[config.mk]
export PLATFORM = sky130hd
export DESIGN_NAME = utf8_validating_decode_search_unit
export DESIGN_NICKNAME = d
export VERILOG_FILES = /design/src/rtl/u8dec_pkg.sv /design/src/rtl/u8dec_front.sv /design/src/rtl/u8dec_queue.sv /design/src/rtl/u8dec_back.sv /design/src/rtl/utf8_validating_decode_search_unit.sv
export SDC_FILE = /design/constraint.sdc
export NUM_CORES = 1
export LEC_CHECK = 0
export ABC_CLOCK_PERIOD_IN_PS = 9300
export CORE_MARGIN = 2
export CORE_UTILIZATION = 45
export DETAILED_ROUTE_END_ITERATION = 12
export DONT_BUFFER_PORTS = 1
export PLACE_DENSITY_LB_ADDON = 0.05
export RECOVER_POWER = 100
export SLEW_MARGIN = 20
export SYNTH_ARGS = -nofsm -noshare
export SYNTH_HDL_FRONTEND = slang
export SYNTH_SLANG_ARGS = --single-unit
[constraint.sdc]
create_clock -name clk -period 9.3 [get_ports clk]
set_input_delay 1.86 -clock clk [delete_from_list [all_inputs] [get_ports clk]]
set_output_delay 1.86 -clock clk [all_outputs]
set_load 0.01 [all_outputs]
[src/rtl/u8dec_pkg.sv]
// ----------------------------------------------------------------------------
// u8dec_pkg
// Shared types and codes for the UTF-8 validating decode and search unit.
// ----------------------------------------------------------------------------
package u8dec_pkg;

	typedef enum logic [0:0] {
		CFG_SEARCH_CP = 1'b0,
		CFG_TARGET    = 1'b1
	} cfg_idx_t;

	localparam logic [1:0] EV_NONE  = 2'd0;
	localparam logic [1:0] EV_CP    = 2'd1;
	localparam logic [1:0] EV_ERROR = 2'd2;

	localparam logic [1:0] END_NONE  = 2'd0;
	localparam logic [1:0] END_CLEAN = 2'd1;
	localparam logic [1:0] END_ERROR = 2'd2;
	localparam logic [1:0] END_TRUNC = 2'd3;

	// byte classes seen by the decode DFA
	typedef enum logic [3:0] {
		BC_ASCII   = 4'd0,   // 00-7F
		BC_CONT_LO = 4'd1,   // 80-8F
		BC_CONT_MD = 4'd2,   // 90-9F
		BC_CONT_HI = 4'd3,   // A0-BF
		BC_LEAD2   = 4'd4,   // C2-DF
		BC_E0      = 4'd5,
		BC_ED      = 4'd6,
		BC_E_OTHER = 4'd7,   // E1-EC, EE, EF
		BC_F0      = 4'd8,
		BC_F1_F3   = 4'd9,
		BC_F4      = 4'd10,
		BC_BAD     = 4'd11   // C0, C1, F5-FF
	} byte_cls_t;

	typedef struct packed {
		logic [7:0]  data_byte;
		logic        first_of_buffer;
		logic        last_of_buffer;
		logic [31:0] base_offset;
	} in_word_t;

	typedef struct packed {
		logic [1:0]  event_res;
		logic [20:0] codepoint;
		logic        is_match;
		logic        found;
		logic [31:0] ok_count;
		logic [31:0] error_count;
		logic [31:0] match_count;
		logic [31:0] sequence_count;
		logic [31:0] sequence_start_offset;
		logic [31:0] next_offset;
		logic [1:0]  end_status;
	} out_word_t;

	// classified byte handed from front to back
	typedef struct packed {
		byte_cls_t   cls;
		logic [6:0]  payload;
		logic        first_of_buffer;
		logic        last_of_buffer;
		logic [31:0] base_offset;
	} cls_word_t;

	typedef struct packed {
		logic [20:0] search_codepoint;
		logic [31:0] occurrence_target;
	} cfg_t;

endpackage

[src/rtl/u8dec_front.sv]
// ----------------------------------------------------------------------------
// u8dec_front
// Accepts input words, classifies each byte and extracts its payload bits.
// ----------------------------------------------------------------------------
module u8dec_front
	import u8dec_pkg::*;
(
	input  logic      in_valid,
	output logic      in_stall,
	input  in_word_t  in_data,
	output logic      push,
	output cls_word_t push_data,
	input  logic      q_full
);

	function automatic byte_cls_t classify(input logic [7:0] b);
		byte_cls_t c;
		if (b inside {[8'h00:8'h7F]})       c = BC_ASCII;
		else if (b inside {[8'h80:8'h8F]})  c = BC_CONT_LO;
		else if (b inside {[8'h90:8'h9F]})  c = BC_CONT_MD;
		else if (b inside {[8'hA0:8'hBF]})  c = BC_CONT_HI;
		else if (b inside {[8'hC2:8'hDF]})  c = BC_LEAD2;
		else if (b == 8'hE0)                c = BC_E0;
		else if (b == 8'hED)                c = BC_ED;
		else if (b inside {[8'hE1:8'hEF]})  c = BC_E_OTHER;
		else if (b == 8'hF0)                c = BC_F0;
		else if (b inside {[8'hF1:8'hF3]})  c = BC_F1_F3;
		else if (b == 8'hF4)                c = BC_F4;
		else                                c = BC_BAD;
		return c;
	endfunction

	function automatic logic [6:0] payload_bits(input logic [7:0] b);
		logic [6:0] p;
		if (b <= 8'h7F)      p = b[6:0];
		else if (b <= 8'hBF) p = {1'b0, b[5:0]};
		else if (b <= 8'hDF) p = {2'b0, b[4:0]};
		else if (b <= 8'hEF) p = {3'b0, b[3:0]};
		else                 p = {4'b0, b[2:0]};
		return p;
	endfunction

	assign in_stall = q_full;
	assign push     = in_valid && !q_full;

	always_comb begin
		push_data.cls             = classify(in_data.data_byte);
		push_data.payload         = payload_bits(in_data.data_byte);
		push_data.first_of_buffer = in_data.first_of_buffer;
		push_data.last_of_buffer  = in_data.last_of_buffer;
		push_data.base_offset     = in_data.base_offset;
	end

endmodule

[src/rtl/u8dec_queue.sv]
// ----------------------------------------------------------------------------
// u8dec_queue
// Two-word queue between the classify front and the decode back.
// ----------------------------------------------------------------------------
module u8dec_queue
	import u8dec_pkg::*;
(
	input  logic      clk,
	input  logic      arst_n,
	input  logic      push,
	input  cls_word_t push_data,
	output logic      full,
	input  logic      pop,
	output logic      avail,
	output cls_word_t pop_data
);

	cls_word_t  entry_q [2];
	logic       wr_ptr_q;
	logic       rd_ptr_q;
	logic [1:0] count_q;

	assign full     = (count_q == 2'd2);
	assign avail    = (count_q != 2'd0);
	assign pop_data = entry_q[rd_ptr_q];

	always_ff @(posedge clk) begin
		if (push) begin
			entry_q[wr_ptr_q] <= push_data;
		end
	end

	always_ff @(posedge clk or negedge arst_n) begin
		if (!arst_n) begin
			wr_ptr_q <= 1'b0;
			rd_ptr_q <= 1'b0;
			count_q  <= 2'd0;
		end else begin
			if (push) wr_ptr_q <= !wr_ptr_q;
			if (pop)  rd_ptr_q <= !rd_ptr_q;
			case ({push, pop})
				2'b10:   count_q <= count_q + 2'd1;
				2'b01:   count_q <= count_q - 2'd1;
				default: count_q <= count_q;
			endcase
		end
	end

endmodule

[src/rtl/u8dec_back.sv]
// ----------------------------------------------------------------------------
// u8dec_back
// Runs the UTF-8 DFA, rebuilds codepoints, keeps counters and offsets, and
// holds the output register.
// ----------------------------------------------------------------------------
module u8dec_back
	import u8dec_pkg::*;
#(
	parameter int COUNT_WIDTH  = 32,
	parameter int OFFSET_WIDTH = 32
) (
	input  logic      clk,
	input  logic      arst_n,
	input  cfg_t      cfg,
	input  logic      avail,
	input  cls_word_t pop_data,
	output logic      pop,
	output logic      out_valid,
	input  logic      out_stall,
	output out_word_t out_data
);

	typedef enum logic [3:0] {
		DS_START = 4'd0,
		DS_NEED1 = 4'd1,
		DS_NEED2 = 4'd2,
		DS_ED    = 4'd3,
		DS_NEED3 = 4'd4,
		DS_F4    = 4'd5,
		DS_E0    = 4'd6,
		DS_F0    = 4'd7,
		DS_ERR   = 4'd8
	} dec_state_t;

	localparam logic [COUNT_WIDTH-1:0] CNT_MAX = '1;

	function automatic dec_state_t next_state(input dec_state_t st, input byte_cls_t c);
		dec_state_t n;
		logic any_cont;
		any_cont = (c == BC_CONT_LO) || (c == BC_CONT_MD) || (c == BC_CONT_HI);
		n = DS_ERR;
		case (st)
			DS_START: begin
				case (c)
					BC_ASCII:   n = DS_START;
					BC_LEAD2:   n = DS_NEED1;
					BC_E0:      n = DS_E0;
					BC_ED:      n = DS_ED;
					BC_E_OTHER: n = DS_NEED2;
					BC_F0:      n = DS_F0;
					BC_F1_F3:   n = DS_NEED3;
					BC_F4:      n = DS_F4;
					default:    n = DS_ERR;
				endcase
			end
			DS_NEED1: n = any_cont ? DS_START : DS_ERR;
			DS_NEED2: n = any_cont ? DS_NEED1 : DS_ERR;
			DS_ED:    n = (c == BC_CONT_LO || c == BC_CONT_MD) ? DS_NEED1 : DS_ERR;
			DS_NEED3: n = any_cont ? DS_NEED2 : DS_ERR;
			DS_F4:    n = (c == BC_CONT_LO) ? DS_NEED2 : DS_ERR;
			DS_E0:    n = (c == BC_CONT_HI) ? DS_NEED1 : DS_ERR;
			DS_F0:    n = (c == BC_CONT_MD || c == BC_CONT_HI) ? DS_NEED2 : DS_ERR;
			default:  n = DS_ERR;
		endcase
		return n;
	endfunction

	function automatic logic [COUNT_WIDTH-1:0] sat_inc(input logic [COUNT_WIDTH-1:0] v);
		return (v == CNT_MAX) ? v : v + 1'b1;
	endfunction

	dec_state_t              state_q;
	logic [20:0]             acc_q;
	logic [COUNT_WIDTH-1:0]  good_q, bad_q, hit_q;
	logic [31:0]             rem_q;
	logic [OFFSET_WIDTH-1:0] pos_q, start_q;
	logic                    done_q;
	logic                    out_valid_q;
	out_word_t               out_q;

	dec_state_t              st_e, st_n, ns;
	logic [20:0]             acc_e, acc_n, acc_upd;
	logic [COUNT_WIDTH-1:0]  good_e, good_n, bad_e, bad_n, hit_e, hit_n;
	logic [31:0]             rem_e, rem_n;
	logic [OFFSET_WIDTH-1:0] pos_e, pos_n, start_e, start_n, after;
	logic                    done_e, done_n;
	logic [COUNT_WIDTH:0]    seq_sum;
	logic [COUNT_WIDTH-1:0]  seq_tot;
	logic                    err_here;
	out_word_t               res;

	assign pop       = avail && (!out_valid_q || !out_stall);
	assign out_valid = out_valid_q;
	assign out_data  = out_q;

	always_comb begin
		if (pop_data.first_of_buffer) begin
			st_e    = DS_START;
			acc_e   = '0;
			good_e  = '0;
			bad_e   = '0;
			hit_e   = '0;
			rem_e   = cfg.occurrence_target;
			pos_e   = OFFSET_WIDTH'(pop_data.base_offset);
			start_e = OFFSET_WIDTH'(pop_data.base_offset);
			done_e  = 1'b0;
		end else begin
			st_e    = state_q;
			acc_e   = acc_q;
			good_e  = good_q;
			bad_e   = bad_q;
			hit_e   = hit_q;
			rem_e   = rem_q;
			pos_e   = pos_q;
			start_e = start_q;
			done_e  = done_q;
		end

		ns      = next_state(st_e, pop_data.cls);
		acc_upd = {acc_e[14:0], 6'b0} | {14'b0, pop_data.payload};
		after   = pos_e + 1'b1;

		st_n     = st_e;
		acc_n    = acc_e;
		good_n   = good_e;
		bad_n    = bad_e;
		hit_n    = hit_e;
		rem_n    = rem_e;
		pos_n    = pos_e;
		start_n  = start_e;
		done_n   = done_e;
		err_here = 1'b0;

		res                       = '0;
		res.sequence_start_offset = 32'(start_e);

		if (!done_e) begin
			pos_n = after;
			if (ns == DS_ERR) begin
				res.event_res = EV_ERROR;
				err_here      = 1'b1;
				bad_n         = sat_inc(bad_e);
				st_n          = DS_START;
				acc_n         = '0;
				start_n       = after;
			end else if (ns == DS_START) begin
				res.event_res = EV_CP;
				res.codepoint = acc_upd;
				good_n        = sat_inc(good_e);
				if (acc_upd == cfg.search_codepoint) begin
					res.is_match = 1'b1;
					hit_n        = sat_inc(hit_e);
					if (rem_e != '0) begin
						rem_n = rem_e - 1'b1;
						if (rem_e == 32'd1) begin
							res.found = 1'b1;
							done_n    = 1'b1;
						end
					end
				end
				st_n  = DS_START;
				acc_n = '0;
				if (!res.found) start_n = after;
			end else begin
				st_n  = ns;
				acc_n = acc_upd;
			end
		end

		if (pop_data.last_of_buffer) begin
			if (done_n)               res.end_status = END_CLEAN;
			else if (err_here)        res.end_status = END_ERROR;
			else if (st_n != DS_START) res.end_status = END_TRUNC;
			else                      res.end_status = END_CLEAN;
		end else begin
			res.end_status = END_NONE;
		end

		seq_sum = {1'b0, good_n} + {1'b0, bad_n};
		seq_tot = seq_sum[COUNT_WIDTH] ? CNT_MAX : seq_sum[COUNT_WIDTH-1:0];

		res.ok_count       = 32'(good_n);
		res.error_count    = 32'(bad_n);
		res.match_count    = 32'(hit_n);
		res.sequence_count = 32'(seq_tot);
		res.next_offset    = 32'(pos_n);
	end

	always_ff @(posedge clk or negedge arst_n) begin
		if (!arst_n) begin
			state_q     <= DS_START;
			acc_q       <= '0;
			good_q      <= '0;
			bad_q       <= '0;
			hit_q       <= '0;
			rem_q       <= '0;
			pos_q       <= '0;
			start_q     <= '0;
			done_q      <= 1'b0;
			out_valid_q <= 1'b0;
			out_q       <= '0;
		end else begin
			if (pop) begin
				state_q     <= st_n;
				acc_q       <= acc_n;
				good_q      <= good_n;
				bad_q       <= bad_n;
				hit_q       <= hit_n;
				rem_q       <= rem_n;
				pos_q       <= pos_n;
				start_q     <= start_n;
				done_q      <= done_n;
				out_valid_q <= 1'b1;
				out_q       <= res;
			end else if (!out_stall) begin
				out_valid_q <= 1'b0;
			end
		end
	end

endmodule

[src/rtl/utf8_validating_decode_search_unit.sv]
// ----------------------------------------------------------------------------
// utf8_validating_decode_search_unit
// UTF-8 validating decoder with codepoint search, one byte per word.
// ----------------------------------------------------------------------------
// Input channel (in_valid/in_stall/in_data) takes one stream byte per word
// with first/last-of-buffer marks and a base offset. Output channel
// (out_valid/out_stall/out_data) returns one result word per input word,
// in order. Configuration writes (cfg_valid/cfg_ready/cfg_index/cfg_data)
// set search_codepoint (index 0) and occurrence_target (index 1); cfg_ready
// is always high.
// The front classifies each byte and writes it into a two-word queue; the
// back runs the DFA and counter update combinationally and loads the output
// register. Each byte passes through a queue entry and then the output
// register before its result word shows on out_valid/out_data;
// throughput is one byte per cycle while out_stall is low, set by the DFA,
// counter and offset update in the back.
// Reset clears the queue, decode state, counters, offsets and registers.
// While out_stall is high the result holds; the back stops popping, the
// queue fills within two words and in_stall then rises.
// ----------------------------------------------------------------------------
module utf8_validating_decode_search_unit
	import u8dec_pkg::*;
#(
	parameter int COUNT_WIDTH  = 32,
	parameter int OFFSET_WIDTH = 32
) (
	input  logic        clk,
	input  logic        arst_n,
	input  logic        in_valid,
	output logic        in_stall,
	input  in_word_t    in_data,
	output logic        out_valid,
	input  logic        out_stall,
	output out_word_t   out_data,
	input  logic        cfg_valid,
	output logic        cfg_ready,
	input  cfg_idx_t    cfg_index,
	input  logic [31:0] cfg_data
);

	cfg_t      cfg_q;
	logic      push, q_full, q_avail, pop;
	cls_word_t push_data, pop_data;

	assign cfg_ready = 1'b1;

	always_ff @(posedge clk or negedge arst_n) begin
		if (!arst_n) begin
			cfg_q <= '0;
		end else if (cfg_valid) begin
			case (cfg_index)
				CFG_SEARCH_CP: cfg_q.search_codepoint  <= cfg_data[20:0];
				CFG_TARGET:    cfg_q.occurrence_target <= cfg_data;
				default:       cfg_q <= cfg_q;
			endcase
		end
	end

	u8dec_front u_front (
		.in_valid  (in_valid),
		.in_stall  (in_stall),
		.in_data   (in_data),
		.push      (push),
		.push_data (push_data),
		.q_full    (q_full)
	);

	u8dec_queue u_queue (
		.clk       (clk),
		.arst_n    (arst_n),
		.push      (push),
		.push_data (push_data),
		.full      (q_full),
		.pop       (pop),
		.avail     (q_avail),
		.pop_data  (pop_data)
	);

	u8dec_back #(
		.COUNT_WIDTH  (COUNT_WIDTH),
		.OFFSET_WIDTH (OFFSET_WIDTH)
	) u_back (
		.clk       (clk),
		.arst_n    (arst_n),
		.cfg       (cfg_q),
		.avail     (q_avail),
		.pop_data  (pop_data),
		.pop       (pop),
		.out_valid (out_valid),
		.out_stall (out_stall),
		.out_data  (out_data)
	);

	a_found_is_match: assert property (@(posedge clk) disable iff (!arst_n)
		out_valid && out_data.found |-> out_data.is_match && out_data.event_res == EV_CP)
		else $error("found without a completed matching codepoint");

	a_cp_only_on_complete: assert property (@(posedge clk) disable iff (!arst_n)
		out_valid && out_data.event_res != EV_CP |-> out_data.codepoint == '0 && !out_data.is_match)
		else $error("codepoint or match shown without a completed codepoint");

	a_stall_only_full: assert property (@(posedge clk) disable iff (!arst_n)
		in_stall |-> q_avail)
		else $error("input stalled while the queue is empty");

	a_pop_needs_slot: assert property (@(posedge clk) disable iff (!arst_n)
		pop |-> q_avail && (!out_valid || !out_stall))
		else $error("queue popped without a free output slot");

endmodule
# Yosys cells after proc, flatten, opt, wreduce, memory -nomap -nowiden
# Memory sizes are Yosys's and may differ from the RTL's.
# Index checks and enable logic that the tools add are counted.
# op_classes
n_eq_ne	24
mux	86
bitwise	2
reduce_logical	26
magnitude_cmp	14
addsub	8
# ops
op	n
32-bit 2-to-1 mux	29
32-bit by 1-bit adder with 32-bit output (second input constant)	4
32-bit equality test (second input constant)	3
4-bit 2-to-1 mux	22
15-bit 2-to-1 mux	4
8-bit greater-or-equal comparator (second input constant)	6
8-bit <= comparator (second input constant)	6
32-bit by 32-bit adder with 33-bit output	1
32-bit by 1-bit equality test with 1-bit output (second input constant)	1
8-bit equality test (second input constant)	4
4-bit case mux with 8 select lines	1
32-bit nonzero test	1
32-bit by 1-bit subtractor with 32-bit output (second input constant)	1
25-bit 2-to-1 mux	1
24-bit 2-to-1 mux	1
23-bit 2-to-1 mux	1
21-bit equality test	1
7-bit 2-to-1 mux	3
21-bit by 7-bit bitwise OR with 21-bit output	1
2-bit 2-to-1 mux	9
4-bit by 2-bit equality test with 1-bit output (second input constant)	4
4-bit by 3-bit equality test with 1-bit output (second input constant)	4
1-bit 2-to-1 mux	14
1-bit logical AND	9
17 further kinds	29
# word_totals
register_bits	361
output_inout_bits	222
rom_bits	64
memories	2
mem_bits_rw	90
# mem_list
memory	depth	width	read_ports	rd_clocked_by_memory_dff	write_ports	line	text
u_queue.entry_q	2	45	1	0	1	u8dec_queue.sv:18	cls_word_t entry_q [2];
(no name shown)	16	4	1	0	0	u8dec_back.sv:44	case (c)

# Depth between registers and ports, before layout
# An unclocked memory read counts as a cell.
# logic_depth
word_depth	15
mapped_depth	33

# Hierarchy
# A second synthesis with hierarchy kept.
# unflattened
cells_unflattened	2712
hier_area_um2	26221.4
# by_module_without_submodules
module	instances	cells_per_inst	area_per_inst_um2
u8dec_back	1	2377	20156.8
u8dec_queue	1	156	3633.5
utf8_validating_decode_search_unit	1	115	1984.4
u8dec_front	1	64	446.7

# Worst setup path after synthesis
# No wires, ideal clock.
# synth_path
kind	flip-flop to flip-flop
from	register u_queue.rd_ptr_q
to	register u_back.out_q, in the netlist u_back.out_data[90]
setup_time_ns	0.126
path_stages_with_launch	33
t_arrival_ns	6.542
t_required_ns	9.174
path_slack_ns	2.632
path_cell_list	dfrtp_1 > buf_4 > mux2i_1 > buf_2 > buf_4 > buf_4 > buf_2 > buf_2 > buf_2 > buf_2 > clkbuf_1 > nand2_1 > inv_1 > ha_1 > nand4_1 > or2_2 > nor4_2 > and2b_1 > a21o_1 > nor2_1 > xnor2_1 > ha_1 > inv_1 > fa_1 > nor2b_1 > o2111ai_1 > nand3_1 > nand4_1 > a21oi_1 > o21bai_1 > a21boi_0 > mux2_2 > o32a_1
# synth_via
word_cells_on_any_way	43
# synth_lines
item	line	text
from (decl)	u8dec_queue.sv:20	logic rd_ptr_q;
from (signal assigned)	u8dec_queue.sv:40	if (pop) rd_ptr_q <= !rd_ptr_q;
memory read 2 x 45 bit *	-	
branches (longest 7 deep; another with 32-bit by 1-bit adder with 32-bit output)	-	
32-bit 2-to-1 mux *	u8dec_back.sv:137	if (!done_e) begin
via u_back.bad_n[0]	u8dec_back.sv:83	logic [COUNT_WIDTH-1:0] good_e, good_n, bad_e, bad_n, hit_e, hit_n;
32-bit by 32-bit adder with 33-bit output *	u8dec_back.sv:179	seq_sum = {1'b0, good_n} + {1'b0, bad_n};
32-bit 2-to-1 mux *	u8dec_back.sv:180	seq_tot = seq_sum[COUNT_WIDTH] ? CNT_MAX : seq_sum[COUNT_WIDTH-1:0];
to (signal assigned)	u8dec_back.sv:214	out_q <= res;
to (decl)	u8dec_back.sv:79	out_word_t out_q;
# Mark *: on every way through the listed nets, which the timed path passes.
# A chain may end at the register's enable or synchronous reset.

# Worst setup path after layout
# layout_path
from	register u_queue.rd_ptr_q
to	register u_back.start_q[21]
# layout_via
elab_chain_len	13
word_cells_on_any_way	47
# layout_lines
item	line	text
memory read 2 x 45 bit *	-	
32-bit 2-to-1 mux	u8dec_back.sv:97	if (pop_data.first_of_buffer) begin
32-bit by 1-bit equality test with 1-bit output	u8dec_back.sv:155	if (rem_e == 32'd1) begin
1-bit 2-to-1 mux	u8dec_back.sv:155	
1-bit 2-to-1 mux	u8dec_back.sv:153	if (rem_e != '0) begin
2-bit 2-to-1 mux	u8dec_back.sv:150	if (acc_upd == cfg.search_codepoint) begin
2-bit 2-to-1 mux	u8dec_back.sv:146	end else if (ns == DS_START) begin
2-bit 2-to-1 mux	u8dec_back.sv:139	if (ns == DS_ERR) begin
2-bit 2-to-1 mux	u8dec_back.sv:137	
32-bit 2-to-1 mux	u8dec_back.sv:163	if (!res.found) start_n = after;
32-bit 2-to-1 mux	u8dec_back.sv:146	
32-bit 2-to-1 mux	u8dec_back.sv:139	
32-bit 2-to-1 mux *	u8dec_back.sv:137	
to (signal assigned)	u8dec_back.sv:211	start_q <= start_n;
to (decl)	u8dec_back.sv:76	logic [OFFSET_WIDTH-1:0] pos_q, start_q;
# Every way passes the cells marked *; elsewhere a longest branch is shown, timed or not. The select of a mux whose other input is x is not followed.

==> flow_metrics.py <==
metrics = {
    "run_status": {
        "outcome": "complete, but fails checks",
        "violations": "max-capacitance violations, max-slew violations",
    },
    "flow_run": {
        "maxCapViolCount": 14,
    },
    "drt": {
        "first_pass_iters": 5,
        "drt-total-wl_um": 84300,
        "via_per_inst": 6.08,
        "wire_per_inst_um": 24.1,
        "vias": 21300,
        "drcViolationCount": 0,
        "postRouteAntennaNets": 0,
        "drt_iter0_markers": 1708,
    },
    "global_routing": {
        "grt_pass1_wl_um": 129000,
        "grt_pass1_vias": 20800,
        "overflow": 0,
        "grt_usage_pct": 27.6,
        "antenna_found_initial": 1,
        "grt_max_degree": 362,
    },
    "timing": {
        "rsz0062_at_grt": "no",
        "hold_viol_final": 0,
        "post-route-min-period_ps": 7820,
        "fin_worst_skew_ps": 41.0,
        "maxSlewViolCount": 777,
        "setup_tns_ps": 0,
        "max_freq_mhz": 128,
        "final.period_utilization_pct": 84.1,
        "slew_headroom_pct": -163,
        "worstMarginPinSlew_ps": 3950,
        "setup_viol": 0,
    },
    "floorplanning": {
        "coreArea_sq_um": 57800,
        "die_h_um": 246,
        "dieArea_sq_um": 60500,
        "die_w_um": 246,
        "core.rowCount": 88,
        "io-pin-count": 302,
        "initial_utilization_pct": 45.6,
    },
    "synthesis": {
        "ys_ff_latch": 451,
        "synth-edff-count": 90,
        "synth_area_sq_um": 26300,
        "syn_nets": 2887,
        "async_flop_share_pct": 80.0,
        "synthCells": 2766,
        "ys_seq_area_share_pct": 44.6,
        "synthFlopType": "dfrtp_1",
        "yosys_warnings": 0,
        "avgSynthCellArea_sq_um": 9.52,
        "ys_types": 96,
    },
    "critical_path": {
        "worstSetupPathType": "reg2reg",
        "cpMostUsedCell": "clkbuf_1",
        "ff2ff_path_depth": 11,
        "worstReg2RegEnd": "u_back.start_q[21]",
        "crit_path_start_kind": "flop",
        "cpMaxStageDelayCell": "clkbuf_1",
        "crit_path_cell_trace": "mux2i_4 -> clkbuf_1 -> nand2_1 -> xor2_1 -> nand4_1 -> nor4_1 -> a31oi_1 -> nor2_1 -> a21oi_1 -> clkbuf_1 -> o22a_1",
        "crit_buf_inv": 2,
        "slowest_delay_ps": 2220,
        "rrSetupSlack_ps": 1480,
        "r2r_start": "u_queue.rd_ptr_q",
        "worstPathArrival_ps": 8310,
        "worst_ep_required_time_ps": 9790,
        "critical_path.top_delay_family": "buffers and inverters",
        "path_max_fanout": 57,
        "endpoint_kind": "flop",
    },
    "clock_network": {
        "cts_tree": "yes",
        "ctsResizeCount": 0,
        "htreeDepth": 2,
        "clockBufferDepth": 3,
        "clk_pin_slew_ps": 60,
        "cts_setup_buffers": 0,
        "cts_sinks": 451,
        "hold_buffers": 0,
        "clk_latency_ps": 630,
        "cts_buffers": 53,
        "cts_root_buffer": "clkbuf_16",
    },
    "cells_and_area": {
        "drive_gt1_share_pct": 8.15,
        "multiInputGateArea_sq_um": 13600,
        "regArea_sq_um": 11700,
        "nets": 2811,
        "layout_common_cells": "360 x dfrtp_1, 358 x nand2_1, 182 x o21ai_0",
        "nFillCells": 5371,
        "fin_util_pct": 49.2,
        "final_common_cell": "dfrtp_1",
        "area_delta_synth_final_pct": 8.10,
    },
    "worst_hold_path": {
        "min_path_cells": 2,
        "hp-start": "u_back.rem_q[6]",
        "worstHoldEndpoint": "u_back.rem_q[6]",
        "min_path_type": "reg2reg",
    },
    "placed_design": {
        "port_buffers": 0,
        "place.gp.congestion": 0.954,
        "detailed_place_hpwl_um": 58000,
    },
    "power": {
        "p_per_area_nw_per_um2": 323,
        "power_leakage_nw": 11.5,
        "ir_worst_vdd_mv": 0.176,
    },
}
-- sequential cells by signal (all words and copies together), names as in the netlist --
name and cells:
u_back.out_data 219, u_queue.entry_q 90, cfg_q 53, u_back.rem_q 32, u_back.start_q 32, u_back.acc_q 15, u_back.state_q 4, u_queue.count_q 2
u_back.done_q 1, u_back.out_valid 1, u_queue.rd_ptr_q 1, u_queue.wr_ptr_q 1
-- where the power goes --
part	total (mW)	switching (mW)	leakage, nW	internal [mW]
Sequential	3.36	0.736	5.39	2.62
Clock	2.08	0.877	0.854	1.20
Combinational	3.76	2.42	5.26	1.34
-- synthesized netlist by cell type, types with 19 or more instances --
library cell,count,area [sq um]
xnor2_1,95,832
clkbuf_1,96,360
ha_1,40,500
buf_1,21,78.8
a21o_1,21,158
o31ai_1,25,188
mux2i_1,148,1480
or3_1,41,257
inv_1,61,229
a21oi_1,125,626
xor2_1,64,561
or4_1,19,143
dfrtp_1,361,9030
and3_1,33,206
mux2_2,81,912
nand4_1,65,407
a22o_1,31,272
o22a_1,38,333
nand3_1,93,465
o21ai_0,175,876
a31oi_1,29,181
and2_1,38,238
a211oi_1,21,158
nor3_1,82,410
nor2_1,174,653
nor4_1,35,219
nor2b_1,25,156
o211ai_1,19,143
nand2_1,358,1340
edfxtp_1,90,2700
buf_2,29,145
-- worst register-to-register path: cells and delay by family, from the launching register on --
family | cells | cell delay, ps
buf+inv | 2 | 2680
simple gates | 4 | 2120
compound gates | 3 | 1210
flops | 1 | 810
mux | 1 | 650
xor+xnor | 1 | 230
-- worst max path at each step --
stage / start / to / slack [ps] / cells after the start
after floorplan: u_queue.rd_ptr_q / u_back.out_data[90] / 2630 / 32
after global placement: u_queue.rd_ptr_q / u_back.out_data[66] / 2200 / 25
after detailed placement: u_queue.rd_ptr_q / u_back.out_data[71] / 1960 / 25
after CTS: u_queue.rd_ptr_q / u_back.out_data[70] / 1890 / 25
after global routing: u_queue.rd_ptr_q / u_back.start_q[3] / 790 / 11
final: u_queue.rd_ptr_q / u_back.start_q[21] / 1480 / 11
-- through the flow --
| stage | total power [mW] | instances | cell area (sq um) | hold WS, ps | worst slack [ps] |
|---|---|---|---|---|---|
| after floorplan | 5.94 | 2766 | 26300 | 449 | 2630 |
| final | 9.19 | 3501 | 28500 | 479 | 1480 |
| after CTS | 9.26 | 3500 | 28600 | 484 | 1890 |
| after detailed placement | 7.14 | 3400 | 26900 | 470 | 1960 |
| after global routing | 9.78 | 3500 | 28500 | 507 | 793 |
| after global placement | 7.05 | 3400 | 26900 | 464 | 2200 |
-- layer usage --
| layer | track usage (%) | wire length, um |
|---|---|---|
| met1 | 36.5 | 35900 |
| met2 | 45.5 | 40200 |
| met3 | 6.70 | 6440 |
| met4 | 6.65 | 1820 |
| met5 | 0 | 0 |
-- cell type report --
class / instances / area share [%]
multi-input combinational: 2085 / 47.6
antenna: 1 / 0.00879
inverter: 62 / 0.822
tap: 765 / 3.36
clock buffer: 79 / 5.39
sequential: 451 / 41.2
clock inverter: 21 / 0.769
timing repair buffer: 37 / 0.791
-- cells by family (layout without fill, tap and decap cells) --
| family | Yosys count | count (layout) | share of synthesized area [%] |
|---|---|---|---|
| mux | 231 | 231 | 9.20 |
| xor+xnor | 159 | 159 | 5.29 |
| other cells | 1 | 2 | 0.0142 |
| compound gates | 601 | 601 | 15.0 |
| fa+ha+maj | 41 | 41 | 1.98 |
| buf+inv | 230 | 199 | 3.92 |
| flops | 451 | 451 | 44.6 |
| simple gates | 1052 | 1052 | 20.0 |
Power figures use the tool's default switching activity.
